[config.mk]
export PLATFORM = sky130hd
export DESIGN_NAME = nirts_queue
export DESIGN_NICKNAME = d
export VERILOG_FILES = /design/src/hdl/nirts_pkg.sv /design/src/hdl/nirts_queue.sv
export SDC_FILE = /design/constraint.sdc
export NUM_CORES = 1
export LEC_CHECK = 0
export BUFFER_PORTS_ARGS = -buffer_cell sky130_fd_sc_hd__buf_4
export CAP_MARGIN = 30
export CORE_AREA = 2 2 39 41
export CTS_CLUSTER_SIZE = 16
export DETAILED_ROUTE_END_ITERATION = 8
export DIE_AREA = 0 0 41 43
export PLACE_DENSITY = 0.67
export SETUP_SLACK_MARGIN = 0.02
export SLEW_MARGIN = 5
export SYNTH_ARGS = -nofsm -noshare
export SYNTH_HDL_FRONTEND = slang
export SYNTH_SLANG_ARGS = --single-unit
[constraint.sdc]
create_clock -name i_clk -period 6.5 [get_ports i_clk]
set_clock_uncertainty 0.15 [all_clocks]
set_input_delay 0.975 -clock i_clk [delete_from_list [all_inputs] [get_ports i_clk]]
set_output_delay 0.975 -clock i_clk [all_outputs]
set_load 0.01 [all_outputs]
[src/hdl/nirts_pkg.sv]
// ----------------------------------------------------------------------------
// nirts_pkg
// shared constants, request codes and command kinds for the nearest-in-radius
// top-k selector
// ----------------------------------------------------------------------------
`default_nettype none

package nirts_pkg;

    localparam int LIST_DEPTH_DEF = 16;
    localparam int COORD_BITS_DEF = 16;
    localparam int QUEUE_DEPTH    = 4;

    localparam int REQ_W    = 2;
    localparam int RADIUS_W = 16;
    localparam int LIMIT_W  = 8;
    localparam int ID_W     = 32;
    localparam int DIST_W   = 35;
    localparam int RSQ_W    = 2 * RADIUS_W;

    localparam logic [REQ_W-1:0] REQ_START = 2'd0;
    localparam logic [REQ_W-1:0] REQ_CAND  = 2'd1;
    localparam logic [REQ_W-1:0] REQ_FIN   = 2'd2;

    typedef enum logic [1:0] {
        CMD_START,
        CMD_INS,
        CMD_FIN
    } t_cmd_kind;

    localparam int CMD_W = $bits(t_cmd_kind);

endpackage

`default_nettype wire

[src/hdl/nirts_queue.sv]
// ----------------------------------------------------------------------------
// nirts_queue
// short first-in first-out queue of commands between front and back
// ----------------------------------------------------------------------------
`default_nettype none

module nirts_queue #(
    parameter int WIDTH = 1
) (
    input  wire logic             i_clk,
    input  wire logic             i_rst_n,
    input  wire logic             i_wr_valid,
    output logic                  o_wr_ready,
    input  wire logic [WIDTH-1:0] i_wr_data,
    output logic                  o_rd_valid,
    input  wire logic             i_rd_ready,
    output logic [WIDTH-1:0]      o_rd_data
);

    localparam int DEPTH = nirts_pkg::QUEUE_DEPTH;
    localparam int AW    = (DEPTH > 1) ? $clog2(DEPTH) : 1;
    localparam int NW    = $clog2(DEPTH + 1);

    logic [WIDTH-1:0] r_mem [DEPTH];
    logic [AW-1:0]    r_wr_ptr;
    logic [AW-1:0]    r_rd_ptr;
    logic [NW-1:0]    r_fill;
    logic             push;
    logic             pop;

    assign o_wr_ready = (r_fill != NW'(DEPTH));
    assign o_rd_valid = (r_fill != '0);
    assign o_rd_data  = r_mem[r_rd_ptr];
    assign push       = i_wr_valid && o_wr_ready;
    assign pop        = o_rd_valid && i_rd_ready;

    always_ff @(posedge i_clk) begin
        if (!i_rst_n) begin
            r_wr_ptr <= '0;
            r_rd_ptr <= '0;
            r_fill   <= '0;
        end else begin
            if (push) begin
                r_wr_ptr <= (r_wr_ptr == AW'(DEPTH - 1)) ? '0 : r_wr_ptr + 1'b1;
            end
            if (pop) begin
                r_rd_ptr <= (r_rd_ptr == AW'(DEPTH - 1)) ? '0 : r_rd_ptr + 1'b1;
            end
            if (push && !pop) begin
                r_fill <= r_fill + 1'b1;
            end else if (pop && !push) begin
                r_fill <= r_fill - 1'b1;
            end
        end
    end

    always_ff @(posedge i_clk) begin
        if (push) begin
            r_mem[r_wr_ptr] <= i_wr_data;
        end
    end

endmodule

`default_nettype wire

After elaboration in Yosys (flattened, before gate mapping). Memory sizes are Yosys's and may differ from the RTL's. A register that Yosys moved wholly into a read port is not among the register bits. Cells that the tools add are included.

Add/subtract/negate cells: 4. Equality and inequality tests: 3. Multiplexer cells: 8. Reduce and logical (&&, ||, !) cells: 8.

Operator list (number): 2-bit two-way mux (4); 3-bit two-way mux (2); 2-bit by 1-bit adder with 2-bit output (second input constant) (2); 2-bit equality test (second input constant) (2); 1-bit logical AND (4); 3-bit by 1-bit adder with 3-bit output (second input constant) (1); 3-bit inequality test (second input constant) (1); 3-bit nonzero test (1); 3-bit by 1-bit subtractor with 3-bit output (second input constant) (1); 1-bit zero test (2); 1-bit two-way mux (2); 2-bit nonzero test (1).

Flip-flop bits (word level): 7. Bits in writable memories: 4. Bits of input ports: 5. Output and inout bits: 3. Memories: 1.

Memory list: r_mem (depth 4, width 1, read ports 1, clocked after Yosys merged registers in 1, write ports 1, RTL line nirts_queue.sv:24) `logic [WIDTH-1:0] r_mem [DEPTH];`.

Longest topological paths before layout.
Depth after elaboration: 6. Mapped depth: 9. Gate-level depth less buffers: 8.

Worst setup path after synthesis. OpenSTA, ideal clock, no wires.

Path type: input-to-reg. Start point: in i_rd_ready. End point: reg r_fill[2]. Arrival: 2.439 ns. Required time: 6.274 ns. Setup slack: 3.835 ns. Stages: 7. Cells stage by stage: o31ai_1 ha_1 inv_1 fa_1 xor2_1 or3_2 a21boi_0.

Word-level cells in the longest chain between the ends: 4. Elaborated cells on any way between the ends: 6.

Ends and longest elaborated chain: from (decl) (RTL line nirts_queue.sv:16) `input wire logic i_rd_ready,`; 1-bit logical AND * (RTL line nirts_queue.sv:35) `assign pop = o_rd_valid && i_rd_ready;`; 1-bit zero test (RTL line nirts_queue.sv:49) `if (push && !pop) begin`; 1-bit logical AND (RTL line nirts_queue.sv:49); 3-bit two-way mux / 2-bit nonzero test (equally long branches); to (signal assigned) (RTL line nirts_queue.sv:50) `r_fill <= r_fill + 1'b1;`; to (signal assigned) (RTL line nirts_queue.sv:52) `r_fill <= r_fill - 1'b1;`; to (decl) (RTL line nirts_queue.sv:27) `logic [NW-1:0] r_fill;`.

Every way passes the cells marked *; elsewhere a longest branch is shown, timed or not. A chain may end at the register's enable or synchronous reset.

Final worst setup path. Ends and elaborated chain as after synthesis.

==> results.py <==
metrics = {
    "outcome": {
        "outcome": "complete, no violations",
    },
    "die": {
        "coreArea_um2": 1380,
        "dieArea_um2": 1760,
        "fp.dieW_um": 41,
        "boundaryPins": 8,
        "placementRows": 14,
        "die_y_um": 43,
        "start_util": 0.454,
    },
    "finish": {
        "fin_cells": 81,
        "fillers": 124,
        "fin_nets": 78,
        "drive_gt1_frac": 0.277,
        "regArea_um2": 300,
        "multi_input_area_um2": 308,
        "area_delta_synth_final_pct": 14.3,
        "final_common_cell": "dfxtp_1",
        "mostFrequentLayoutCells": "dfxtp_1 (9), buf_4 (7), ha_1 (6)",
        "n_antenna_cell": 0,
    },
    "placed_design": {
        "gp_congestion": 0.691,
        "port_buffers": 7,
        "dpl.hpwl_um": 651,
        "placedCellCount": 77,
    },
    "setup_path": {
        "crit_type": "input pin to flip-flop",
        "end_kind": "flip-flop",
        "critPathMaxFanout": 5,
        "cp_num_buf_inv": 2,
        "arrival_ns": 2.63,
        "worstSetupStartpointType": "input pin",
        "cp_slowest_cell": "or3_2",
        "critical_path.top_delay_family": "adder cells",
        "path_cells": "buf_4 > o31ai_1 > ha_1 > inv_1 > fa_1 > xor2_1 > or3_2 > a21boi_0",
        "max_stage_delay_ns": 0.40,
        "crit_required_ns": 6.56,
    },
    "yosys": {
        "synth_nets": 68,
        "yosys-top-cells-area": "dfxtp_1 (29%), edfxtp_1 (19%), ha_1 (12%), and3_2 (4.8%), mux4_2 (3.6%)",
        "synth_area_leader_cell": "dfxtp_1",
        "yosysWarnings": 0,
        "syn_avg_cell_area_um2": 11.2,
        "syn_area_um2": 628,
        "synth.top_cell.area_share": 0.287,
        "yosysUniqueCellTypes": 24,
        "synthCells": 56,
        "ys_seq_area_frac": 0.478,
        "ys_ff_latch": 13,
    },
    "detailed_routing": {
        "drc": 0,
        "antenna_left": 0,
        "first_iter_violations": 10,
        "wl_um": 872,
        "routedWlPerCell_um": 10.8,
        "viasPerCell": 4.93,
        "vias": 399,
        "first_pass_iters": 4,
    },
    "clock_tree": {
        "cts_sinks": 13,
        "cts_buffer_depth": 2,
        "clockRootBuffer": "clkbuf_4",
        "cts_max_level": 1,
        "postCtsSetupBuffers": 0,
        "numCtsBuffers": 3,
        "path_clk_slew_ns": 0.07,
        "cts_hold_buf": 0,
        "cts_resized": 0,
        "clk_latency_ns": 0.27,
        "cts_tree": "yes",
    },
    "timing": {
        "finalHoldViolations": 0,
        "fin_crit_ns": 2.58,
        "finalSetupViolCount": 0,
        "min_period_over_period": 0.397,
        "relSlewSlack": 0.661,
        "tightest_slew_ns": 0.505,
        "rsz0062_at_grt": "false",
        "final.setup.tns_ns": 0,
        "finalMaxSlewViolations": 0,
        "whs_ns": 0.360,
        "fmax_mhz": 388,
    },
    "global_route": {
        "grt_pass1_wl_um": 1440,
        "grt_max_degree": 12,
        "grt-ovfl-total": 0,
        "grt_pass1_vias": 360,
        "antenna_found_initial": 0,
        "grt_util_all_layers": 0.125,
    },
    "power_and_ir_drop": {
        "ir_drop_mv": 0.173,
        "power_density_nw_per_um2": 403,
        "leakagePower_nw": 0.308,
    },
    "run": {
        "maxCapViolations": 0,
    },
    "min_path": {
        "hold_class": "flip-flop to flip-flop",
    },
}
Yosys cell counts (all sizes together):
library cell and instances:
inv 3, mux4 1, or3 2, nor2 2, and3 4, fa 1, and2 2, xor2 1
or3b 1, mux2i 2, nand4 1, ha 6, xnor2 1, edfxtp 4, a21boi 1, nand3 2
nand2 5, dfxtp 9, o31ai 1, clkbuf 2, o21ai 4, nor2b 1
routing by layer:
layer  global-route usage  share of wire
met3               0.0785          0.030
met5                    0              0
met1                0.144           0.50
met4               0.0400         0.0069
met2                0.184           0.46
metrics by stage:
stage,instance area [um2],setup WS (ns),total power [mW],util
6_report,718,3.92,0.289,0.519
4_1_cts,718,3.91,0.294,0.519
2_1_floorplan,628,3.84,0.209,-
3_5_place_dp,692,3.63,0.243,0.500
5_1_grt,718,3.75,0.317,0.519
3_3_place_gp,692,3.64,0.240,0.500
tightest hold or removal path, stage by stage (launching register included):
cell and delay (ns):
dfxtp_1 0.34, nand2_1 0.06, mux2i_1 0.06
final timing paths:
kind	slack, ns	end	cells past startpoint	start
max	3.92	r_fill[2]	8	i_rd_ready
max reg2reg	4.02	r_fill[2]	7	r_fill[1]
min reg2reg	0.36	r_wr_ptr[1]	2	r_wr_ptr[1]
min	0.36	r_wr_ptr[1]	2	r_wr_ptr[1]
final cells by class:
cell class / count / share of cell area
clock buffer: 4 / 0.0366
inverter: 3 / 0.0157
multi-input combinational: 38 / 0.429
sequential: 13 / 0.418
tap: 16 / 0.0279
timing repair buffer: 7 / 0.0732
kinds of logic after synthesis:
kind of cell    count (synthesis)  share of synthesized area
fa+ha+maj                       7                      0.151
mux                             3                     0.0677
xor+xnor                        2                     0.0279
flops                          13                      0.478
compound gates                  6                     0.0558
buf+inv                         5                     0.0319
simple gates                   20                      0.187
where the power goes:
| group | internal [mW] | leakage, nW | switching (mW) |
|---|---|---|---|
| Clock | 0.0238 | 0.0150 | 0.0249 |
| Sequential | 0.105 | 0.111 | 0.0192 |
| Combinational | 0.0642 | 0.183 | 0.0521 |
(Power assumes the default switching activity.)
