`src/hdl/nirts_pkg.sv`:
```
// ----------------------------------------------------------------------------
// nirts_pkg
// shared constants, request codes and command kinds for the nearest-in-radius
// top-k selector
// ----------------------------------------------------------------------------
`default_nettype none

package nirts_pkg;

    localparam int LIST_DEPTH_DEF = 16;
    localparam int COORD_BITS_DEF = 16;
    localparam int QUEUE_DEPTH    = 4;

    localparam int REQ_W    = 2;
    localparam int RADIUS_W = 16;
    localparam int LIMIT_W  = 8;
    localparam int ID_W     = 32;
    localparam int DIST_W   = 35;
    localparam int RSQ_W    = 2 * RADIUS_W;

    localparam logic [REQ_W-1:0] REQ_START = 2'd0;
    localparam logic [REQ_W-1:0] REQ_CAND  = 2'd1;
    localparam logic [REQ_W-1:0] REQ_FIN   = 2'd2;

    typedef enum logic [1:0] {
        CMD_START,
        CMD_INS,
        CMD_FIN
    } t_cmd_kind;

    localparam int CMD_W = $bits(t_cmd_kind);

endpackage

`default_nettype wire

```
`src/hdl/nirts_if.sv`:
```
// ----------------------------------------------------------------------------
// nirts channel interfaces
// request channel and result channel, valid/ready with payload
// ----------------------------------------------------------------------------
`default_nettype none

interface nirts_req_if #(
    parameter int COORD_BITS = nirts_pkg::COORD_BITS_DEF
);
    logic                                  valid;
    logic                                  ready;
    logic [nirts_pkg::REQ_W-1:0]           req_type;
    logic signed [COORD_BITS-1:0]          pos_x;
    logic signed [COORD_BITS-1:0]          pos_y;
    logic [nirts_pkg::RADIUS_W-1:0]        radius;
    logic [nirts_pkg::LIMIT_W-1:0]         target_limit;
    logic [nirts_pkg::ID_W-1:0]            cand_id;
    logic                                  cand_active;

    modport source (
        output valid, req_type, pos_x, pos_y, radius, target_limit, cand_id, cand_active,
        input  ready
    );
    modport sink (
        input  valid, req_type, pos_x, pos_y, radius, target_limit, cand_id, cand_active,
        output ready
    );
endinterface


`default_nettype wire

```
`src/hdl/nirts_front.sv`:
```
// ----------------------------------------------------------------------------
// nirts_front
// accepts request items, measures squared distance over two stages, checks the
// radius and hands start, insert and finish commands to the queue
// ----------------------------------------------------------------------------
`default_nettype none

module nirts_front #(
    parameter int LIST_DEPTH = nirts_pkg::LIST_DEPTH_DEF,
    parameter int COORD_BITS = nirts_pkg::COORD_BITS_DEF
) (
    input  wire logic                                i_clk,
    input  wire logic                                i_rst_n,
    nirts_req_if.sink                                i_req,
    output logic                                     o_cmd_valid,
    input  wire logic                                i_cmd_ready,
    output nirts_pkg::t_cmd_kind                     o_cmd_kind,
    output logic [$clog2(LIST_DEPTH+1)-1:0]          o_cmd_lim,
    output logic [nirts_pkg::ID_W-1:0]               o_cmd_id,
    output logic [2*COORD_BITS:0]                    o_cmd_dist
);

    localparam int CW   = $clog2(LIST_DEPTH + 1);
    localparam int SQW  = 2 * COORD_BITS;
    localparam int DW   = SQW + 1;
    localparam int RSQW = nirts_pkg::RSQ_W;
    localparam int CMPW = (DW > RSQW) ? DW : RSQW;

    logic                              en;
    logic                              s1_take;
    nirts_pkg::t_cmd_kind              n_s1_kind;
    logic [COORD_BITS:0]               dx;
    logic [COORD_BITS:0]               dy;
    logic [COORD_BITS-1:0]             ux;
    logic [COORD_BITS-1:0]             uy;
    logic [CW-1:0]                     lim_eff;
    logic [DW-1:0]                     dist_sum;
    logic                              in_range;

    logic [COORD_BITS-1:0]             r_origin_x;
    logic [COORD_BITS-1:0]             r_origin_y;
    logic [RSQW-1:0]                   r_radius_sq;

    logic                              r_s1_valid;
    nirts_pkg::t_cmd_kind              r_s1_kind;
    logic [COORD_BITS-1:0]             r_s1_ux;
    logic [COORD_BITS-1:0]             r_s1_uy;
    logic [nirts_pkg::ID_W-1:0]        r_s1_id;
    logic [CW-1:0]                     r_s1_lim;
    logic [nirts_pkg::RADIUS_W-1:0]    r_s1_radius;

    logic                              r_s2_valid;
    nirts_pkg::t_cmd_kind              r_s2_kind;
    logic [SQW-1:0]                    r_s2_sqx;
    logic [SQW-1:0]                    r_s2_sqy;
    logic [nirts_pkg::ID_W-1:0]        r_s2_id;
    logic [CW-1:0]                     r_s2_lim;
    logic [RSQW-1:0]                   r_s2_rsq;

    always_comb begin
        dx = {i_req.pos_x[COORD_BITS-1], i_req.pos_x} - {r_origin_x[COORD_BITS-1], r_origin_x};
        dy = {i_req.pos_y[COORD_BITS-1], i_req.pos_y} - {r_origin_y[COORD_BITS-1], r_origin_y};
        ux = dx[COORD_BITS] ? COORD_BITS'(~dx + 1'b1) : dx[COORD_BITS-1:0];
        uy = dy[COORD_BITS] ? COORD_BITS'(~dy + 1'b1) : dy[COORD_BITS-1:0];

        // zero or above the list depth selects the full list
        if ((i_req.target_limit == '0) ||
            (i_req.target_limit > nirts_pkg::LIMIT_W'(LIST_DEPTH))) begin
            lim_eff = CW'(LIST_DEPTH);
        end else begin
            lim_eff = CW'(i_req.target_limit);
        end

        s1_take   = 1'b0;
        n_s1_kind = nirts_pkg::CMD_INS;
        case (i_req.req_type)
            nirts_pkg::REQ_START: begin
                s1_take   = 1'b1;
                n_s1_kind = nirts_pkg::CMD_START;
            end
            nirts_pkg::REQ_CAND: begin
                s1_take   = i_req.cand_active;
                n_s1_kind = nirts_pkg::CMD_INS;
            end
            nirts_pkg::REQ_FIN: begin
                s1_take   = 1'b1;
                n_s1_kind = nirts_pkg::CMD_FIN;
            end
            default: begin
                s1_take   = 1'b0;
            end
        endcase

        dist_sum    = DW'(r_s2_sqx) + DW'(r_s2_sqy);
        in_range    = CMPW'(dist_sum) <= CMPW'(r_radius_sq);
        o_cmd_valid = r_s2_valid && ((r_s2_kind != nirts_pkg::CMD_INS) || in_range);
        en          = !o_cmd_valid || i_cmd_ready;
    end

    assign i_req.ready = en;
    assign o_cmd_kind  = r_s2_kind;
    assign o_cmd_lim   = r_s2_lim;
    assign o_cmd_id    = r_s2_id;
    assign o_cmd_dist  = dist_sum;

    always_ff @(posedge i_clk) begin
        if (!i_rst_n) begin
            r_s1_valid  <= 1'b0;
            r_s2_valid  <= 1'b0;
            r_origin_x  <= '0;
            r_origin_y  <= '0;
            r_radius_sq <= '0;
        end else begin
            if (en) begin
                r_s1_valid <= i_req.valid && s1_take;
                r_s2_valid <= r_s1_valid;
                if (r_s2_valid && (r_s2_kind == nirts_pkg::CMD_START)) begin
                    r_radius_sq <= r_s2_rsq;
                end
                if (i_req.valid && (i_req.req_type == nirts_pkg::REQ_START)) begin
                    r_origin_x <= i_req.pos_x;
                    r_origin_y <= i_req.pos_y;
                end
            end
        end
    end

    always_ff @(posedge i_clk) begin
        if (en) begin
            r_s1_kind   <= n_s1_kind;
            r_s1_ux     <= ux;
            r_s1_uy     <= uy;
            r_s1_id     <= i_req.cand_id;
            r_s1_lim    <= lim_eff;
            r_s1_radius <= i_req.radius;

            r_s2_kind   <= r_s1_kind;
            r_s2_sqx    <= SQW'(r_s1_ux) * SQW'(r_s1_ux);
            r_s2_sqy    <= SQW'(r_s1_uy) * SQW'(r_s1_uy);
            r_s2_id     <= r_s1_id;
            r_s2_lim    <= r_s1_lim;
            r_s2_rsq    <= RSQW'(r_s1_radius) * RSQW'(r_s1_radius);
        end
    end

endmodule

`default_nettype wire

```
`src/flat_wrapper.sv`:
```
// flat-port wrapper written by rule: the top's interface ports become plain ports
module nirts_front_flat 
#(
    parameter int LIST_DEPTH = nirts_pkg::LIST_DEPTH_DEF,
    parameter int COORD_BITS = nirts_pkg::COORD_BITS_DEF
)
  (i_clk, i_rst_n, o_cmd_valid, i_cmd_ready, o_cmd_kind, o_cmd_lim, o_cmd_id, o_cmd_dist, i_req_valid, i_req_req_type, i_req_pos_x, i_req_pos_y, i_req_radius, i_req_target_limit, i_req_cand_id, i_req_cand_active, i_req_ready);
  nirts_req_if #(.COORD_BITS(COORD_BITS)) i_req_i ();
  input  wire logic i_clk;
  input  wire logic i_rst_n;
  output logic o_cmd_valid;
  input  wire logic i_cmd_ready;
  output nirts_pkg::t_cmd_kind o_cmd_kind;
  output logic [$clog2(LIST_DEPTH+1)-1:0] o_cmd_lim;
  output logic [nirts_pkg::ID_W-1:0] o_cmd_id;
  output logic [2*COORD_BITS:0] o_cmd_dist;
  input wire logic [$bits(i_req_i.valid)-1:0] i_req_valid;
  input wire logic [$bits(i_req_i.req_type)-1:0] i_req_req_type;
  input wire logic [$bits(i_req_i.pos_x)-1:0] i_req_pos_x;
  input wire logic [$bits(i_req_i.pos_y)-1:0] i_req_pos_y;
  input wire logic [$bits(i_req_i.radius)-1:0] i_req_radius;
  input wire logic [$bits(i_req_i.target_limit)-1:0] i_req_target_limit;
  input wire logic [$bits(i_req_i.cand_id)-1:0] i_req_cand_id;
  input wire logic [$bits(i_req_i.cand_active)-1:0] i_req_cand_active;
  output wire logic [$bits(i_req_i.ready)-1:0] i_req_ready;
  assign i_req_i.valid = i_req_valid;
  assign i_req_i.req_type = i_req_req_type;
  assign i_req_i.pos_x = i_req_pos_x;
  assign i_req_i.pos_y = i_req_pos_y;
  assign i_req_i.radius = i_req_radius;
  assign i_req_i.target_limit = i_req_target_limit;
  assign i_req_i.cand_id = i_req_cand_id;
  assign i_req_i.cand_active = i_req_cand_active;
  assign i_req_ready = i_req_i.ready;
  nirts_front #(.LIST_DEPTH(LIST_DEPTH), .COORD_BITS(COORD_BITS)) u_core (.i_clk(i_clk), .i_rst_n(i_rst_n), .i_req(i_req_i), .o_cmd_valid(o_cmd_valid), .i_cmd_ready(i_cmd_ready), .o_cmd_kind(o_cmd_kind), .o_cmd_lim(o_cmd_lim), .o_cmd_id(o_cmd_id), .o_cmd_dist(o_cmd_dist));
endmodule
```
`config.mk`:
```
export PLATFORM = sky130hd
export DESIGN_NAME = nirts_front_flat
export DESIGN_NICKNAME = d
export VERILOG_FILES = /design/src/hdl/nirts_pkg.sv /design/src/hdl/nirts_if.sv /design/src/hdl/nirts_front.sv /design/src/flat_wrapper.sv
export SDC_FILE = /design/constraint.sdc
export NUM_CORES = 2
export LEC_CHECK = 0
export BUFFER_PORTS_ARGS = -buffer_cell sky130_fd_sc_hd__buf_2
export CAP_MARGIN = 20
export CORE_ASPECT_RATIO = 0.9
export CORE_MARGIN = 5
export CORE_UTILIZATION = 45
export DETAILED_ROUTE_END_ITERATION = 10
export SYNTH_ARGS = -nofsm -noshare
export SYNTH_HDL_FRONTEND = slang
export SYNTH_SLANG_ARGS = --single-unit
```
`constraint.sdc`:
```
create_clock -name i_clk -period 26.1 [get_ports i_clk]
set_clock_uncertainty 0.2 [all_clocks]
set_input_delay 5.22 -clock i_clk [delete_from_list [all_inputs] [get_ports i_clk]]
set_output_delay 5.22 -clock i_clk [all_outputs]
set_load 0.005 [all_outputs]
```
Yosys cells after proc, flatten, opt, wreduce, memory -nomap -nowiden
Index checks and enable logic that the tools add are counted.

operators by class
  $add $sub $neg = 5
  bitwise operators = 2
  multiplexer cells = 4
  equal/unequal tests = 3
  magnitude comparators = 2
  multiply operators = 3
  reductions and logical operators = 14

operator list
  operator               count
  $mul 16x16->32         3
  $sub 16x16->17         2
  $add 32x32->33         1
  $le 33x32->1           1
  $add 16x1->16 const B  2
  $mux 16                2
  $not 16->16            2
  $gt 8x5->1 const B     1
  $logic_not 8->1        1
  $logic_and 1x1->1      4
  $logic_not 2->1        2
  $pmux 2 s2             1
  $reduce_and 2->1       2
  $logic_or 1x1->1       3
  $eq 2x1->1 const B     1
  $eq 2x2->1 const B     1
  $ne 2x1->1 const B     1
  $pmux 1 s2             1
  $reduce_or 2->1        1
  $logic_not 1->1        1

word-level totals
  output and inout port bits = 74
  logic and storage cells = 50
  input bits = 95
  bits in registers = 288

Logic depth before layout (Yosys ltp)
  word-level depth = 7
  gate-level depth with buffers = 26

Least setup slack after synthesis
OpenSTA, ideal clock, no wires.

  kind = input -> output
  start point = in i_cmd_ready
  end point = out i_req_ready
  slack = 10.986 ns
  stages = 3
  data arrival time = 9.694 ns
  path through = inv_1 > and2_1 > inv_1

on the way
  cells in the longest elaborated chain, start to end = 1

ends and longest elaborated chain
  item              line                source
  from (decl)       flat_wrapper.sv:12  input wire logic i_cmd_ready;
  $logic_or 1x1->1  nirts_front.sv:97   en = !o_cmd_valid || i_cmd_ready;
  to (decl)         flat_wrapper.sv:25  output wire logic [$bits(i_req_i.ready)-1:0] i_req_ready;

Every way passes these cells.

Worst setup path in the final report
Same ends and word-level chain as after synthesis.

==> flow_summary.toml <==
[sta]
rsz0062_at_grt = "no"
final_hold_viol_count = 0
tightest_slew_ps = 933
post-route-min-period_ps = 11690
finalSetupTns_ps = 0
finalSetupViolCount = 0
maxSlewHeadroom = 0.378
maxSlewViolCount = 0
finalCritPeriodShare = 0.448
fmax_mhz = 85.6

[routing]
ant_nets = 0
firstDrtPassIters = 5
routed_wirelength_um = 77200
drc = 0
drt-initial-drc-count = 1222
wl_per_cell_um = 16.1
vias = 23800
via_per_inst = 4.97

[clock_network]
cts_resized = 0
htree_levels = 2
clk_pin_slew_ps = 60
tritoncts = "done"
clk_root_buffer_cell = "clkbuf_16"
post_cts_buffers = 0
clock_sinks = 284
numCtsBuffers = 35
cts.path.max_buffers = 3
hold_buffers = 0
insertion_delay_ps = 550

[logic_synthesis]
ys.flop_type = "edfxtp_1"
netlist_area_um2 = 35000
synth_cells = 3589
yosys-top-cells-area = "fa_1, edfxtp_1, ha_1, inv_1, nand2_1"
synth_top_cell_by_area = "fa_1"
yosysMostFrequentCell = "inv_1"
synth.avg_cell_area_um2 = 9.76
ys_types = 78
synth_seq_cells = 284
synth-edff-count = 219
synth_seq_area_share = 0.225
async_flop_share = 0
syn-num-nets = 4571
synthTopCellsByCount = "inv_1, fa_1, ha_1"
ys.warnings.count = 0
synth_top_area_share = 0.280

[final_layout]
antennaDiodeCount = 0
nNetsFinal = 4708
area_growth_pct = 8.96
drive_above_1_share = 0.0770

[worst_setup_path]
path_common_cell = "buf_2"
reg2reg_slack_ps = 18530
start_kind = "primary input"
slowest_stage = "inv_8"
path_cells = "buf_2 > inv_1 > and2_1 > inv_8 > buf_2"
crit_fanout = 95
cp.required_ps = 20680
cpPeakStageDelay_ps = 410
endpoint_kind = "primary output"
arrival_ps = 6270
critPathKind = "in -> out"

[placed_design]
place_hpwl_um = 62100
io_buffers = 168
place.gp.congestion = 0.851

[grt]
antenna_found_initial = 1
grtUsageTotal = 0.190
grt_max_degree = 127
grt_overflow = 0
grt_pass1_wl_um = 129000
grt_pass1_vias = 24900

[worst_hold_path]
worst_hold_path_type = "reg -> reg"

[die]
die-area_um2 = 83500
io_pins = 169
coreArea_um2 = 77600
start_util = 0.452
die_x_um = 304
placementRows = 97
die_h_um = 275

[run_status]
status = "finished, final reports clean"

[flow_run]
maxCapViolCount = 0
cell type report:
cell class                      count  area, um2
Fill cell                        7369      39400
Multi-Input combinational cell   2383      23700
Sequential cell                   284       7880
Inverter                          835       3140
Tap cell                         1039       1300
Timing Repair Buffer              187        998
Clock buffer                       43        956
Clock inverter                     20        199
registers in the layout, summed over array words and instances (netlist names):
name and cells:
u_core.r_s2_sqx 31, u_core.o_cmd_kind 2, u_core.r_s1_radius 16, u_core.r_s1_id 32, u_core.r_s2_rsq 31, u_core.r_s1_lim 5, u_core.r_s2_valid 1, u_core.r_s1_kind 2
u_core.r_s1_valid 1, u_core.r_s1_uy 16, u_core.r_radius_sq 31, u_core.r_origin_x 16, u_core.r_s2_sqy 31, u_core.r_s1_ux 16, u_core.r_origin_y 16, u_core.o_cmd_lim 5
u_core.o_cmd_id 32
cells by family after synthesis:
family,count (synthesis),synth area share
AOI/OAI and AO/OA,431,0.0828
and+or+nand+nor,841,0.113
adders and majority gates,887,0.422
xor gates and xnor gates,179,0.0448
DFF,284,0.225
muxes,45,0.0131
buffers and inverters,922,0.0990
routing by layer:
metal / vias to the layer above / share of wire / GRT usage
met5: - / 0 / 0
met4: 0 / 0.012 / 0.0254
met3: 67 / 0.060 / 0.0408
met2: 355 / 0.46 / 0.314
met1: 11700 / 0.47 / 0.267
li1: 11700 / - / -
cells in the final DEF, fill, tap and decap left out, types with 65 or more instances in the layout:
cell / n
xnor2_1: 127
and2_1: 134
nand2_1: 388
edfxtp_1: 219
inv_1: 834
dfxtp_1: 65
nor2_1: 133
ha_1: 397
buf_2: 167
fa_1: 490
a21oi_1: 124
worst max-delay path: cells and delay by family:
family                 cells  cell delay, ps
buffers and inverters      4             820
and+or+nand+nor            1             220
worst paths after layout:
kind,start,endpoint,cells after the start
setup / recovery,i_cmd_ready,i_req_ready,5
hold / removal,u_core.r_s1_id[0]$_DFFE_PP_,u_core.o_cmd_id[0]$_DFFE_PP_,0
setup reg to reg,u_core.r_s1_uy[2]$_DFFE_PP_,u_core.r_s2_sqy[29]$_DFFE_PP_,22
hold reg to reg,u_core.r_s1_id[0]$_DFFE_PP_,u_core.o_cmd_id[0]$_DFFE_PP_,0
per-stage QoR:
stage                     setup WS, ps   util  area, um2  instances  hold WS [ps]
after global routing             14080  0.492      38200       4791           221
after global placement           14330  0.477      37000       4726           200
after detailed placement         14310  0.477      37000       4726           205
after CTS                        14320  0.492      38100       4789           215
final                            14410  0.492      38200       4791           217
after floorplan                  10990      -      35000       3589           200
Power is not shown: default switching activity piles up to over one toggle a cycle in this logic, so the estimate is an artifact.
