## src/hdl/nirts_pkg.sv

```systemverilog
// ----------------------------------------------------------------------------
// nirts_pkg
// shared constants, request codes and command kinds for the nearest-in-radius
// top-k selector
// ----------------------------------------------------------------------------
`default_nettype none

package nirts_pkg;

    localparam int LIST_DEPTH_DEF = 16;
    localparam int COORD_BITS_DEF = 16;
    localparam int QUEUE_DEPTH    = 4;

    localparam int REQ_W    = 2;
    localparam int RADIUS_W = 16;
    localparam int LIMIT_W  = 8;
    localparam int ID_W     = 32;
    localparam int DIST_W   = 35;
    localparam int RSQ_W    = 2 * RADIUS_W;

    localparam logic [REQ_W-1:0] REQ_START = 2'd0;
    localparam logic [REQ_W-1:0] REQ_CAND  = 2'd1;
    localparam logic [REQ_W-1:0] REQ_FIN   = 2'd2;

    typedef enum logic [1:0] {
        CMD_START,
        CMD_INS,
        CMD_FIN
    } t_cmd_kind;

    localparam int CMD_W = $bits(t_cmd_kind);

endpackage

`default_nettype wire

```

## src/hdl/nirts_if.sv

```systemverilog
// ----------------------------------------------------------------------------
// nirts channel interfaces
// request channel and result channel, valid/ready with payload
// ----------------------------------------------------------------------------
`default_nettype none


interface nirts_res_if;
    logic                          valid;
    logic                          ready;
    logic [nirts_pkg::ID_W-1:0]    out_id;
    logic [nirts_pkg::DIST_W-1:0]  out_dist_sq;
    logic                          found;
    logic                          overflow;
    logic                          last;

    modport source (
        output valid, out_id, out_dist_sq, found, overflow, last,
        input  ready
    );
    modport sink (
        input  valid, out_id, out_dist_sq, found, overflow, last,
        output ready
    );
endinterface

`default_nettype wire

```

## src/hdl/nirts_back.sv

```systemverilog
// ----------------------------------------------------------------------------
// nirts_back
// sorted compare-and-shift cell list, one insertion a cycle while taking commands,
// and the emitter that rotates the list through the result register on finish
// ----------------------------------------------------------------------------
`default_nettype none

module nirts_back #(
    parameter int LIST_DEPTH = nirts_pkg::LIST_DEPTH_DEF,
    parameter int COORD_BITS = nirts_pkg::COORD_BITS_DEF
) (
    input  wire logic                                i_clk,
    input  wire logic                                i_rst_n,
    input  wire logic                                i_cmd_valid,
    output logic                                     o_cmd_ready,
    input  nirts_pkg::t_cmd_kind                     i_cmd_kind,
    input  wire logic [$clog2(LIST_DEPTH+1)-1:0]     i_cmd_lim,
    input  wire logic [nirts_pkg::ID_W-1:0]          i_cmd_id,
    input  wire logic [2*COORD_BITS:0]               i_cmd_dist,
    nirts_res_if.source                              o_res
);

    localparam int CW    = $clog2(LIST_DEPTH + 1);
    localparam int DW    = 2 * COORD_BITS + 1;
    localparam int IW    = nirts_pkg::ID_W;
    localparam int OUTDW = nirts_pkg::DIST_W;

    typedef enum logic {
        ST_CMD,
        ST_EMIT
    } t_state;

    t_state                 r_state;
    logic [CW-1:0]          r_count;
    logic [CW-1:0]          r_limit;
    logic                   r_dropped;
    logic [CW-1:0]          r_left;
    logic                   r_out_valid;
    logic [IW-1:0]          r_out_id;
    logic [OUTDW-1:0]       r_out_dist;
    logic                   r_out_found;
    logic                   r_out_overflow;
    logic                   r_out_last;

    logic [DW-1:0]          r_dist [LIST_DEPTH];
    logic [IW-1:0]          r_id   [LIST_DEPTH];
    logic [DW-1:0]          n_dist [LIST_DEPTH];
    logic [IW-1:0]          n_id   [LIST_DEPTH];

    logic [LIST_DEPTH-1:0]  lt;
    logic [LIST_DEPTH-1:0]  lt_prev;
    logic [LIST_DEPTH-1:0]  vld;
    logic                   ins;
    logic                   ins_ok;
    logic                   full;
    logic                   out_free;
    logic                   rot;

    always_comb begin
        o_cmd_ready = (r_state == ST_CMD);
        ins         = i_cmd_valid && o_cmd_ready && (i_cmd_kind == nirts_pkg::CMD_INS);
        full        = (r_count >= r_limit);
        out_free    = !r_out_valid || o_res.ready;
        rot         = (r_state == ST_EMIT) && out_free && (r_count != '0);

        // empty cells count as sorting after any new entry
        for (int k = 0; k < LIST_DEPTH; k++) begin
            vld[k] = (CW'(k) < r_count);
            lt[k]  = !vld[k] || (i_cmd_dist < r_dist[k]) ||
                     ((i_cmd_dist == r_dist[k]) && (i_cmd_id < r_id[k]));
        end
        lt_prev = lt << 1;
        ins_ok  = !full || (|(lt & vld));

        for (int k = 0; k < LIST_DEPTH; k++) begin
            n_dist[k] = r_dist[k];
            n_id[k]   = r_id[k];
            if (ins && ins_ok && lt[k]) begin
                if (lt_prev[k]) begin
                    n_dist[k] = r_dist[(k == 0) ? 0 : k - 1];
                    n_id[k]   = r_id[(k == 0) ? 0 : k - 1];
                end else begin
                    n_dist[k] = i_cmd_dist;
                    n_id[k]   = i_cmd_id;
                end
            end else if (rot) begin
                // head moves to the tail so the list is whole again after the run
                if (CW'(k + 1) == r_count) begin
                    n_dist[k] = r_dist[0];
                    n_id[k]   = r_id[0];
                end else begin
                    n_dist[k] = r_dist[(k == LIST_DEPTH - 1) ? 0 : k + 1];
                    n_id[k]   = r_id[(k == LIST_DEPTH - 1) ? 0 : k + 1];
                end
            end
        end
    end

    always_ff @(posedge i_clk) begin
        r_dist <= n_dist;
        r_id   <= n_id;
    end

    always_ff @(posedge i_clk) begin
        if (!i_rst_n) begin
            r_state     <= ST_CMD;
            r_count     <= '0;
            r_limit     <= CW'(LIST_DEPTH);
            r_dropped   <= 1'b0;
            r_left      <= '0;
            r_out_valid <= 1'b0;
        end else begin
            if (o_res.ready && (r_state != ST_EMIT)) begin
                r_out_valid <= 1'b0;
            end
            case (r_state)
                ST_CMD: begin
                    if (i_cmd_valid) begin
                        case (i_cmd_kind)
                            nirts_pkg::CMD_START: begin
                                r_count   <= '0;
                                r_dropped <= 1'b0;
                                r_limit   <= i_cmd_lim;
                            end
                            nirts_pkg::CMD_INS: begin
                                if (full) begin
                                    r_dropped <= 1'b1;
                                end else begin
                                    r_count <= r_count + 1'b1;
                                end
                            end
                            nirts_pkg::CMD_FIN: begin
                                r_left  <= r_count;
                                r_state <= ST_EMIT;
                            end
                            default: begin
                                r_state <= ST_CMD;
                            end
                        endcase
                    end
                end
                ST_EMIT: begin
                    if (out_free) begin
                        r_out_valid    <= 1'b1;
                        r_out_overflow <= r_dropped;
                        if (r_count == '0) begin
                            r_out_id    <= '0;
                            r_out_dist  <= '0;
                            r_out_found <= 1'b0;
                            r_out_last  <= 1'b1;
                            r_state     <= ST_CMD;
                        end else begin
                            r_out_id    <= r_id[0];
                            r_out_dist  <= OUTDW'(r_dist[0]);
                            r_out_found <= 1'b1;
                            r_out_last  <= (r_left == CW'(1));
                            r_left      <= r_left - 1'b1;
                            if (r_left == CW'(1)) begin
                                r_state <= ST_CMD;
                            end
                        end
                    end
                end
                default: begin
                    r_state <= ST_CMD;
                end
            endcase
        end
    end

    assign o_res.valid       = r_out_valid;
    assign o_res.out_id      = r_out_id;
    assign o_res.out_dist_sq = r_out_dist;
    assign o_res.found       = r_out_found;
    assign o_res.overflow    = r_out_overflow;
    assign o_res.last        = r_out_last;

endmodule

`default_nettype wire
```

## src/flat_wrapper.sv

```systemverilog
// flat-port wrapper written by rule: the top's interface ports become plain ports
module nirts_back_flat 
#(
    parameter int LIST_DEPTH = nirts_pkg::LIST_DEPTH_DEF,
    parameter int COORD_BITS = nirts_pkg::COORD_BITS_DEF
)
  (i_clk, i_rst_n, i_cmd_valid, o_cmd_ready, i_cmd_kind, i_cmd_lim, i_cmd_id, i_cmd_dist, o_res_valid, o_res_out_id, o_res_out_dist_sq, o_res_found, o_res_overflow, o_res_last, o_res_ready);
  nirts_res_if o_res_i ();
  input  wire logic i_clk;
  input  wire logic i_rst_n;
  input  wire logic i_cmd_valid;
  output logic o_cmd_ready;
  input  nirts_pkg::t_cmd_kind i_cmd_kind;
  input  wire logic [$clog2(LIST_DEPTH+1)-1:0] i_cmd_lim;
  input  wire logic [nirts_pkg::ID_W-1:0] i_cmd_id;
  input  wire logic [2*COORD_BITS:0] i_cmd_dist;
  output wire logic [$bits(o_res_i.valid)-1:0] o_res_valid;
  output wire logic [$bits(o_res_i.out_id)-1:0] o_res_out_id;
  output wire logic [$bits(o_res_i.out_dist_sq)-1:0] o_res_out_dist_sq;
  output wire logic [$bits(o_res_i.found)-1:0] o_res_found;
  output wire logic [$bits(o_res_i.overflow)-1:0] o_res_overflow;
  output wire logic [$bits(o_res_i.last)-1:0] o_res_last;
  input wire logic [$bits(o_res_i.ready)-1:0] o_res_ready;
  assign o_res_valid = o_res_i.valid;
  assign o_res_out_id = o_res_i.out_id;
  assign o_res_out_dist_sq = o_res_i.out_dist_sq;
  assign o_res_found = o_res_i.found;
  assign o_res_overflow = o_res_i.overflow;
  assign o_res_last = o_res_i.last;
  assign o_res_i.ready = o_res_ready;
  nirts_back #(.LIST_DEPTH(LIST_DEPTH), .COORD_BITS(COORD_BITS)) u_core (.i_clk(i_clk), .i_rst_n(i_rst_n), .i_cmd_valid(i_cmd_valid), .o_cmd_ready(o_cmd_ready), .i_cmd_kind(i_cmd_kind), .i_cmd_lim(i_cmd_lim), .i_cmd_id(i_cmd_id), .i_cmd_dist(i_cmd_dist), .o_res(o_res_i));
endmodule
```

## config.mk

```make
export PLATFORM = sky130hd
export DESIGN_NAME = nirts_back_flat
export DESIGN_NICKNAME = d
export VERILOG_FILES = /design/src/hdl/nirts_pkg.sv /design/src/hdl/nirts_if.sv /design/src/hdl/nirts_back.sv /design/src/flat_wrapper.sv
export SDC_FILE = /design/constraint.sdc
export NUM_CORES = 2
export LEC_CHECK = 0
export BUFFER_PORTS_ARGS = -buffer_cell sky130_fd_sc_hd__buf_2
export CELL_PAD_IN_SITES_DETAIL_PLACEMENT = 2
export CELL_PAD_IN_SITES_GLOBAL_PLACEMENT = 2
export CORE_MARGIN = 2
export CORE_UTILIZATION = 39
export DETAILED_ROUTE_END_ITERATION = 8
export GPL_TIMING_DRIVEN = 1
export HOLD_SLACK_MARGIN = 0.12
export PLACE_DENSITY = 0.77
export SETUP_SLACK_MARGIN = 0.02
export SLEW_MARGIN = 5
export SYNTH_ARGS = -nofsm -noshare
export SYNTH_HDL_FRONTEND = slang
export SYNTH_SLANG_ARGS = --single-unit
```

## constraint.sdc

```tcl
create_clock -name i_clk -period 7.5 [get_ports i_clk]
set_input_delay 1.5 -clock i_clk [delete_from_list [all_inputs] [get_ports i_clk]]
set_output_delay 1.5 -clock i_clk [all_outputs]
set_load 0.05 [all_outputs]
```

-- Word-level counts from Yosys, hierarchy flattened
Cells that the tools add are included.
- add/sub/neg operators: 2
- multipliers: 0
- div/mod/pow operators: 0
- $lt $le $gt $ge: 49
- equality and inequality tests: 41
- shift operators: 0
- mux-type cells: 143
- bitwise logic cells: 2
- reductions and logical operators: 117
- operators with widths (operator ; count):
    two-way mux 33 bit ; 62
    two-way mux 32 bit ; 62
    == test 33 bit ; 16
    less-than comparator 33 bit ; 16
    less-than comparator 32 bit ; 16
    == test 4 x 5 -> 1 bit (first input constant) ; 8
    less-than comparator 4 x 5 -> 1 bit (first input constant) ; 8
    logical AND 1 bit ; 38
    logical OR 1 bit ; 34
    nonzero test 2 bit ; 17
    two-way mux 5 bit ; 5
    == test 3 x 5 -> 1 bit (first input constant) ; 4
    less-than comparator 3 x 5 -> 1 bit (first input constant) ; 4
    case mux 5 bit (2 select lines) ; 2
    logical NOT 1 bit ; 18
    AND 16 bit ; 1
    OR reduction 16 bit ; 1
    AND reduction 4 bit ; 3
    == test 2 x 5 -> 1 bit (first input constant) ; 2
    less-than comparator 1 x 5 -> 1 bit (first input constant) ; 2
    less-than comparator 2 x 5 -> 1 bit (first input constant) ; 2
    two-way mux 1 bit ; 10
    != test 2 bit (second input constant) ; 4
    != test 2 x 1 -> 1 bit (second input constant) ; 3
    other kinds (14) ; 16
- flip-flop bits (word level): 1128
- bits in latches: 0
- memory bits (writable): 0
- bits in read-only memories: 0
- input bits: 76
- output and inout bits: 72
- logic and storage cells: 398
- memories kept: 0

-- Logic depth before layout (Yosys ltp)
- word-level depth: 11
- depth in mapped cells: 18
- gate-level depth less buffers: 13

-- Worst setup path after synthesis
OpenSTA, ideal clock, no wires.
- kind: input to register
- from: input i_cmd_dist[20]
- to: register u_core.r_dist[495] (netlist name) (enable)
- arrival: 6246 ps
- data required time: 6444 ps
- slack: 198 ps
- cell stages on the path: 15
- cells stage by stage: ha_1 > nand4_1 > nor4_1 > nand4_1 > o22ai_1 > a31oi_1 > a21o_1 > a221o_1 > nor4_2 > nand3b_1 > buf_4 > nand3b_1 > buf_2 > buf_2 > o21ai_0
- cells in the longest elaborated chain, start to end: 10
- elaborated cells between the ends (all ways): 88
- classes of those cells: order compare (16); eq/ne (17); bitwise (1); reduce/logical (54)
- ends and longest elaborated chain (element ; RTL line ; RTL):
    start: declaration ; flat_wrapper.sv:16 ; input wire logic [2*COORD_BITS:0] i_cmd_dist;
    less-than comparator 33 bit / == test 33 bit (equally long branches) ; nirts_back.sv:69, nirts_back.sv:70 ;
    logical OR 1 bit / logical AND 1 bit (equally long branches) ; nirts_back.sv:69, nirts_back.sv:70 ;
    logical OR 1 bit ; nirts_back.sv:69 ; lt[k] = !vld[k] || (i_cmd_dist < r_dist[k]) ||
    AND 16 bit ; nirts_back.sv:73 ; ins_ok = !full || (|(lt & vld));
    OR reduction 16 bit ; nirts_back.sv:73 ;
    logical OR 1 bit ; nirts_back.sv:73 ;
    logical AND 1 bit ; nirts_back.sv:78 ; if (ins && ins_ok && lt[k]) begin
    logical AND 1 bit (*) ; nirts_back.sv:78 ;
    != test 2 x 1 -> 1 bit (no source line) / nonzero test 2 bit (equally long branches) ; - ;
    AND reduction 2 bit (no source line) (*) ; - ;
    end signal: assignment ; nirts_back.sv:100 ; r_dist <= n_dist;
    end: declaration ; nirts_back.sv:45 ; logic [DW-1:0] r_dist [LIST_DEPTH];
Mark *: on every way between the ends. The rest lies on a longest branch, timed or not.
A chain may end at the register's enable or synchronous reset.

==> metrics.txt <==
Final ANT Viol Nets=0; total gr overflow=0; GPL Wtd Cong=about 0.94; synth warn=0; RSZ-0062 raised after global routing=false; Reg2Reg Launch Point=u_core.r_dist[295]; combinational cell fraction of total power=0.153; IO Count=roughly 150; total track usage=0.343; synthesis-stage register bit count=between 1000 and 1500; Setup Skew=approximately 0.036 ns; detailed placer's ending HPWL=300000 µm; Reg power frac=0.427; # clock sinks=~1100; Synth Instances=9194; clock power share=0.421; fill count=24300; Final period util=0.986; wire per inst=33.3 µm; CP startpoint=i_cmd_dist[32]; peak supply drop=approximately 0.24 mV; Hold Fails Final Rpt=0; Worst-Margin Slew=1.38 ns; clk_lat worst skew=a little under 0.9 ns; Worst-path clk slew=0.06 ns; core footprint=0.232 mm²; via count=77900; Setup CP Type=input pin to flip-flop; Mapped Area=approximately 0.091 mm²; largest net degree at the start of global routing=between 100 and 150; EDFF count, synth=~1100; distinct cell type count after synthesis=80; Placed Instances=between 10000 and 15000; hold slack=around 0.45 ns; TritonCTS Buffers=152; post-CTS setup buffers=0; Post-DP Area=slightly below 0.1 mm²; cts-stage hold buffer count=0; post-cts sizing count=0; Internal=between 10 and 15 mW; Relative slew margins=0.0734; final setup fails=0; Arr. time, crit path=roughly 8.0 ns; htree depth=4; P_sw=5.13 mW; first-pass GRT wire length=slightly below 600000 µm; DIE AREA=around 0.24 mm²; Synth Area in Adders=0.142; Area contributors post-synth=edfxtp_1 37%, mux2i_1 23%, ha_1 14%; Seq/Total Area, Yosys=0.370; synthesis-to-finish area growth=12.3%; Final Power=around 17 mW; CTS tree=done; CP Capture Type=flip-flop; Compound-Gate Fraction of Synth Area=0.0996; syn_area_per_cell=9.89 µm²; top cell type by total area after synthesis=edfxtp_1; Max Cap Viol=0; Port-buffer cells=approximately 150; Leak=~46 nW; main combinational cell family by area after synthesis=multiplexers; DRC viols=0; Yosys top cell area share=0.366; initial core utilization=0.392; die span in y=487 µm; fin cells=around 12000; Worst setup SP type=input pin; net count reported at finish=approximately 10000; data required time of the worst path=between 8 and 9 ns; number of vias per cell=approximately 6.2; vias in the first global route=between 80000 and 90000; worst hold-check path type=flip-flop to flip-flop; drt pass-1 iters=9; post-synthesis mux area share=0.230; share of flip-flops with an asynchronous set or reset=0; clk buf depth=3; Synth Area in Simple Gates=0.0838; R2R Setup Slk=slightly above 0.6 ns; status=completed; Final Max Tran Viols=0; Final min period=7.40 ns; die width=roughly 490 µm; XOR/XNOR Fraction of Synth Area=0.000289; Power Dens Cells=169 mW/mm²; antenna violations before repair=18; # rows=177; Root Buffer=clkbuf_16; Final Cell Area=0.102 mm²; DR iter-0 viols=roughly 6600; switch share=0.298; Top FF cell, synth=edfxtp_1; worst hold start=u_core.r_dropped; share of cells above drive strength 1=0.0829; CP max FO=24; fmax=135 MHz; final WL=416000 µm
power by group through the flow:
| stage | registers (mW) | clock network (mW) | logic (mW) |
|---|---|---|---|
| after floorplan | 7.39 | 0 | 1.41 |
| after global placement | 7.44 | 0 | 2.37 |
| after detailed placement | 7.46 | 0 | 2.55 |
| after CTS | 7.33 | 7.30 | 2.58 |
| after global routing | 7.35 | 7.53 | 2.81 |
| final | 7.34 | 7.23 | 2.63 |
area by class of cell:
cell class / count / area [µm²] / area share
diodes: 8 / 20.0 / 0.000196
clock buffers: 206 / 4070 / 0.0399
clock inverters: 66 / 588 / 0.00576
inverters: 1118 / 4200 / 0.0411
multi-input cells: 6396 / 51100 / 0.501
flip-flops and latches: 1126 / 33600 / 0.330
well taps: 3043 / 3810 / 0.0373
repair buffers: 507 / 4660 / 0.0457
layout by cell type, fill, tap and decap left out, types with 11 or more instances in the layout:
cell type,Yosys,routed
mux2i_1,2088,2088
clkinv_1,64,91
a222oi_1,65,65
and4_1,22,21
nand2b_1,26,26
buf_12,0,97
a31oi_1,12,11
edfxtp_1,1108,1108
a21o_1,87,86
inv_1,1054,1053
nand3_1,107,99
a21oi_1,834,833
dfxtp_1,18,18
a211oi_1,63,60
clkinv_2,0,17
o21ai_0,347,345
nor2b_1,33,30
clkbuf_16,0,154
nor2_1,744,737
o211ai_1,15,15
nand3_4,0,16
buf_4,29,264
nand4_1,165,165
buf_2,64,145
ha_1,1034,1034
nor4_1,28,27
nand2_4,0,15
nor3_1,41,36
clkbuf_1,419,50
nand2_1,466,451
a221oi_1,24,24
stage by stage:
stage	setup TNS [ns]	util	setup WS (ns)
floorplan	0	-	0.198
global placement	-1047.28	0.420	-0.792
detailed placement	-971.37	0.420	-0.838
CTS	0	0.440	0.101
global route	0	0.440	0.277
finish	0	0.440	0.103
logic make-up (layout without fill, tap and decap cells):
kind of cell    count (synthesis)  after routing
mux                          2090           2090
flops                        1126           1126
xor+xnor                        3              3
compound gates               1562           1562
simple gates                 1705           1705
buf+inv                      1673           1897
other cells                     1             10
fa+ha+maj                    1034           1034
worst paths after layout:
| kind | endpoint | cells past startpoint |
|---|---|---|
| setup reg to reg | u_core.r_dist[10] | 16 |
| hold / removal | u_core.o_res.overflow | 0 |
| hold reg to reg | u_core.o_res.overflow | 0 |
| setup / recovery | u_core.r_dist[10] | 16 |
state kept, by name, indices dropped and copies added (netlist names):
name,flops
u_core.r_state,1
u_core.o_res.found,1
u_core.r_count,5
u_core.o_res.out_dist_sq,33
u_core.o_res.out_id,32
u_core.r_id,512
u_core.o_res.valid,1
u_core.r_dist,528
u_core.r_left,5
u_core.o_res.overflow,1
u_core.r_dropped,1
u_core.r_limit,5
u_core.o_res.last,1
routing by layer:
metal  vias up  GRT usage  wire length [µm]
met5         -          0                86
met4        12      0.191             25000
met3       943     0.0567             28500
met2      3035      0.559            192000
met1     40500      0.430            170000
li1      33400          -                 -
critical path: stages:
cell	delay (ns)
buf_2	0.44
ha_1	0.26
nand3_1	0.13
nor3_1	0.64
nand4_1	1.00
a31oi_2	1.00
a2111oi_0	0.27
buf_4	0.26
a2111oi_0	0.41
a211oi_1	0.14
nor4b_2	0.38
nand3b_1	0.21
buf_12	0.20
o311ai_4	0.13
buf_4	0.59
mux2i_1	0.20
synth_stat cells (all sizes together), types with 22 or more instances:
master / n
nor2b: 33
a21o: 87
nor4: 29
and4: 22
buf: 136
a221oi: 25
ha: 1034
nand4: 165
nand2b: 26
mux2i: 2088
edfxtp: 1108
nand3: 116
nand2: 466
nor2: 744
clkbuf: 419
a222oi: 65
a21oi: 834
a211oi: 63
o21ai: 350
inv: 1054
clkinv: 64
nor3: 41
Note: power is estimated with default switching activity, not from simulation.
